**config.mk**
```make
export PLATFORM = sky130hd
export DESIGN_NAME = fsp_alu
export DESIGN_NICKNAME = d
export VERILOG_FILES = /design/src/rtl/fsp_pkg.sv /design/src/rtl/fsp_alu.sv
export SDC_FILE = /design/constraint.sdc
export NUM_CORES = 1
export LEC_CHECK = 0
export BUFFER_PORTS_ARGS = -buffer_cell sky130_fd_sc_hd__buf_4
export CAP_MARGIN = 10
export CORE_MARGIN = 8
export CORE_UTILIZATION = 45
export DETAILED_ROUTE_END_ITERATION = 7
export PLACE_DENSITY = 0.68
export REMOVE_ABC_BUFFERS = 1
export SYNTH_ARGS = -nofsm -noshare
export SYNTH_HDL_FRONTEND = slang
export SYNTH_SLANG_ARGS = --single-unit
```
**constraint.sdc**
```tcl
create_clock -name vclk -period 4.7
set_input_delay 0.94 -clock vclk [all_inputs]
set_output_delay 0.94 -clock vclk [all_outputs]
set_load 0.05 [all_outputs]
```
**src/rtl/fsp_pkg.sv**
```systemverilog
// Shared types, opcodes and decode helpers for the five-stage pipeline core.
// No dependencies.
package fsp_pkg;

  typedef enum logic [2:0] {
    MODE_LOAD_INSTR = 3'd0,
    MODE_LOAD_DATA  = 3'd1,
    MODE_SET_REG    = 3'd2,
    MODE_STEP       = 3'd3,
    MODE_READ_REG   = 3'd4,
    MODE_READ_DATA  = 3'd5
  } mode_t;

  localparam logic [5:0] OPC_LW    = 6'h23;
  localparam logic [5:0] OPC_SW    = 6'h2B;
  localparam logic [5:0] OPC_BEQ   = 6'h04;
  localparam logic [5:0] OPC_RTYPE = 6'h00;

  localparam logic [3:0] FN_ADD = 4'h0;
  localparam logic [3:0] FN_SUB = 4'h2;
  localparam logic [3:0] FN_AND = 4'h4;
  localparam logic [3:0] FN_OR  = 4'h5;
  localparam logic [3:0] FN_SLT = 4'hA;

  localparam logic [1:0] FWD_REG = 2'd0;
  localparam logic [1:0] FWD_EXM = 2'd1;
  localparam logic [1:0] FWD_MWB = 2'd2;

  typedef struct packed {
    logic regdst;
    logic aluop1;
    logic aluop0;
    logic alusrc;
    logic branch;
    logic memread;
    logic memwrite;
    logic regwrite;
    logic memtoreg;
  } ctl_t;

  typedef struct packed {
    logic       aluop1;
    logic       aluop0;
    logic [3:0] fn;
  } alu_ctl_t;

  function automatic ctl_t decode_ctl(input logic [31:0] w);
    ctl_t c;
    c = '0;
    if (w != 32'd0) begin
      case (w[31:26])
        OPC_RTYPE: begin
          c.regwrite = 1'b1;
          c.aluop1   = 1'b1;
          c.regdst   = 1'b1;
        end
        OPC_LW: begin
          c.memtoreg = 1'b1;
          c.regwrite = 1'b1;
          c.memread  = 1'b1;
          c.alusrc   = 1'b1;
        end
        OPC_SW: begin
          c.memwrite = 1'b1;
          c.alusrc   = 1'b1;
        end
        OPC_BEQ: begin
          c.branch = 1'b1;
          c.aluop0 = 1'b1;
        end
        default: c = '0;
      endcase
    end
    return c;
  endfunction

endpackage

```
**src/rtl/fsp_alu.sv**
```systemverilog
// Execute-stage ALU of the five-stage pipeline core.
// Depends on fsp_pkg for the ALU control struct and funct codes.
module fsp_alu import fsp_pkg::*; (
  input  alu_ctl_t    ctl,
  input  logic [31:0] a,
  input  logic [31:0] b,
  output logic [31:0] y
);

  always_comb begin
    if (!ctl.aluop0 && !ctl.aluop1) begin
      y = a + b;
    end else if (ctl.aluop0) begin
      y = a - b;
    end else begin
      case (ctl.fn)
        FN_ADD:  y = a + b;
        FN_SUB:  y = a - b;
        FN_AND:  y = a & b;
        FN_OR:   y = a | b;
        FN_SLT:  y = {31'd0, $signed(a) < $signed(b)};
        default: y = 32'hFFFF_FFFF;
      endcase
    end
  end

endmodule

```
After elaboration in Yosys (flattened, before gate mapping):

Cells that the tools add are included.

* register bits: 0
* input bits: 70
* output and inout port bits: 32
* logic and storage cells: 16

* $add $sub $neg: 2
* $lt $le $gt $ge: 1
* eq/ne operators: 4
* mux-type cells: 3
* bitwise logic cells: 2
* reductions and logical operators: 4

Operators by type and width (number)
* 32-bit case mux with 5 select lines: 1
* 32-bit 2-to-1 mux: 2
* 32-bit adder: 1
* 32-bit AND: 1
* 32-bit less-than comparator: 1
* 32-bit OR: 1
* 32-bit subtractor: 1
* 4-bit by 3-bit == test with 1-bit output, second input constant: 2
* 4-bit by 2-bit == test with 1-bit output, second input constant: 1
* 4-bit == test, second input constant: 1
* 4-bit logical NOT: 1
* 1-bit logical NOT: 2
* 1-bit logical AND: 1

Depth between registers and ports, before layout:

* depth after elaboration: 4
* mapped depth: 13
* gate-level depth less buffers: 13

Least setup slack after synthesis:

No wires, ideal clock.

* kind: in2out
* start: in a[0]
* end: out y[24]
* data arrival time: 4.169 ns
* data required time: 3.760 ns
* setup slack: -0.409 ns
* stages: 12
* path buffers: 0
* path through: inv_1 -> ha_1 -> inv_1 -> fa_1 -> nor3b_1 -> o31ai_1 -> a311oi_1 -> o21ai_1 -> a21boi_1 -> o21bai_1 -> a22oi_1 -> o31ai_1

* word-level cells in the longest chain between the ends: 4
* elaborated cells on any way between the ends: 5
* classes of those cells: add/sub (2); mux (3)

RTL lines
* start: declaration: RTL line fsp_alu.sv:5 `input logic [31:0] a,`
* 32-bit subtractor or 32-bit adder (tied branches)
* 32-bit case mux with 5 select lines: RTL line fsp_alu.sv:16 `case (ctl.fn)`
* 32-bit 2-to-1 mux: RTL line fsp_alu.sv:13 `end else if (ctl.aluop0) begin`
* 32-bit 2-to-1 mux (*): RTL line fsp_alu.sv:11 `if (!ctl.aluop0 && !ctl.aluop1) begin`
* end: declaration: RTL line fsp_alu.sv:7 `output logic [31:0] y`

Mark *: on every way between the ends. The rest lies on a longest branch, timed or not.

Worst setup path after layout:

* start: in b[23]
* end: out y[30]

* word-level cells in the longest chain between the ends: 4
* elaborated cells on any way between the ends: 5
* classes of those cells: add/sub (2); mux (3)

RTL lines
* start: declaration: RTL line fsp_alu.sv:6 `input logic [31:0] b,`
* 32-bit subtractor or 32-bit adder (tied branches)
* 32-bit case mux with 5 select lines: RTL line fsp_alu.sv:16
* 32-bit 2-to-1 mux: RTL line fsp_alu.sv:13
* 32-bit 2-to-1 mux (*): RTL line fsp_alu.sv:11

Marks and branches as above.

==> reports/summary.txt <==
Finished Layout Cells: 1114
Area growth, synth to finish: 34.2%
Synth area leader: ha_1
crit-path cells: buf_4 > inv_1 > ha_1 > or3_1 > or3_1 > a311oi_2 > buf_4 > o31ai_4 > a211oi_4 > o41ai_4 > a211o_1 > a21oi_2 > a21oi_2 > buf_6
Slew @ Worst Pin: 829 ps
DRT iter0 DRCs: 743
Synth top area share: 24.5%
CP Data Arrival Time: 3760 ps
Rows: 40
vias in the first global route: 6328
Final Core Density: 60.8%
highest fanout seen on the critical path: 4
Reg area: 0 sq um
Slew Viols, Final: 0
Ports: 102
layout cells sized above 1: 27.2%
Pre-antenna DRT Iters: 7
final setup TNS: 0 ps
Tcrit/Tclk final: 100%
Final Hold Fails: 0
Hold Path End: y[29]
status: completed
final-layout clock buffer total: 0
worst ir drop on vdd: 0.0000880 V
largest net degree at the start of global routing: 25
Die Y: 125 um
max incr delay on CP: 410 ps
CP delay by family, top: compound AO/OA/AOI/OAI gates
Crit Path Class: primary input to primary output
initial antenna violation count: 0
min cycle time layout: 4700 ps
post-DR vias/cell: 6.04
critical path startpoint category: primary input
RePlAce Congestion: 0.956
Detail Route Antenna Nets: 0
Pwr Total: 1.16 mW
synth cell count leaders: ha_1, a21oi_1, inv_1
# DRC: 0
IO Port Bufs: 102
Die X: 125 um
top-count cell post-synth: ha_1
cell count after synthesis: 815
Synth Cell Area: 5350 sq um
Slew headroom: 44.7%
core area: 11800 sq um
HPWL after detailed placement: 15500 um
GRT Resource Usage Total: 23.1%
Worst path slowest cell: or3_1
full die area: 15600 sq um
Leak Pwr: 3.47 nW
DR WL/cell: 17.7 um
ANT cells: 0
Post-Route WL: 19800 um
Hold Startpoint: ctl[1]
Pwr Density: 161 nW/um^2
sequential element share of the synthesized area: 0%
hold_ws: 2420 ps
cts hold-fix bufs: 0
dpl cells: 1107
class of the worst hold path: primary input to primary output
final setup vio count: 0
total of fill cells in the finished design: 1145
unrepaired setup endpoints after global routing: yes
Initial Utilization: 45.3%
seq_cells: 0
Buf/Inv on CP: 4
post-synth cell types: 71
Max Clk Rate: 0.213 GHz
first-pass GRT wire length: 31100 um
Yosys warning total: 0
max-capacitance violation count: 0
mean cell area of the mapped netlist: 6.57 sq um
Worst Hold Path Cells: 4
Layout Nets: 1146
routed via count: 6732
crit end category: primary output
Data required, critical path: 3760 ps
total gr overflow: 0
top post-synthesis cells by area: ha_1, a21oi_1, inv_1
[area by class of cell]
type | instances | area (sq um) | area share, %
multi-input cells | 679 | 5150 | 71.7
inverters | 91 | 347 | 4.82
well taps | 147 | 184 | 2.56
repair buffers | 197 | 1500 | 20.9
[routing by layer]
metal	part of all wire, %	vias up	track usage (%)	routed length (um)
li1	-	3251	-	-
met2	45	351	37.6	8860
met4	2.5	0	5.30	495
met1	43	3078	30.6	8570
met3	9.3	52	4.46	1840
met5	0	-	0	0
[cells in the final DEF (no fill, tap or decap), drive strengths merged, types with 4 or more instances in the layout]
cell type  synthesis  routed
nand2             43      43
a221oi             4       4
a221o              4       4
inv               91      91
nor2              72      72
nor4              13      13
a211oi            15      15
o221ai             7       7
o31ai             10      10
a2111oi            4       4
nand2b             9       9
o22ai             20      20
o21bai            11      11
nor2b             13      13
o21a               8       8
or2                5       5
o21ai             59      59
or3                6       6
a21o              21      21
o21ba              4       4
a22oi              4       4
nand4              8       8
nor3               9       9
a31oi             13      13
a21oi            102     102
a21boi             5       5
xnor2             25      25
xor2               6       6
buf               14     197
o211ai            13      13
ha               105     105
nand3             15      15
o31a               5       5
[cells by family (layout without fill, tap and decap cells)]
logic type	count (synthesis)	in the layout	share of synthesized area, %
XOR/XNOR	31	31	5.07
AND/OR/NAND/NOR	204	204	18.2
multiplexers	4	4	0.771
AO/OA/AOI/OAI	333	333	40.7
adder cells (fa/ha/maj)	107	107	25.3
buffers and inverters	136	288	9.96
[per-stage QoR]
stage	setup WS (ps)	instance area [sq um]
after floorplan	-1550	5160
after global placement	-100	6780
after CTS	-53.7	6810
final	0.0280	7190
after global routing	-75.8	7190
after detailed placement	-119	6780
[where the power goes]
part | switching (mW) | internal (mW)
registers | 0 | 0
clock network | 0 | 0
logic | 0.701 | 0.457
total | 0.701 | 0.457
[how the worst max path moves through the flow]
stage / endpoint / from / cells after the start
floorplan: y[29] / ctl[3] / 4
global route: y[30] / b[23] / 14
CTS: y[30] / a[0] / 16
finish: y[30] / b[23] / 14
detailed placement: y[30] / a[0] / 16
global placement: y[30] / a[0] / 16
[what timing repair did]
action | in CTS | in global routing
pin swaps | 2 | 27
setup buffers | 0 | 7
endpoints found under the hold margin | 0 | 0
gates resized for setup | 6 | 64
setup endpoints to repair | 5 | 13
(Power assumes the default switching activity.)
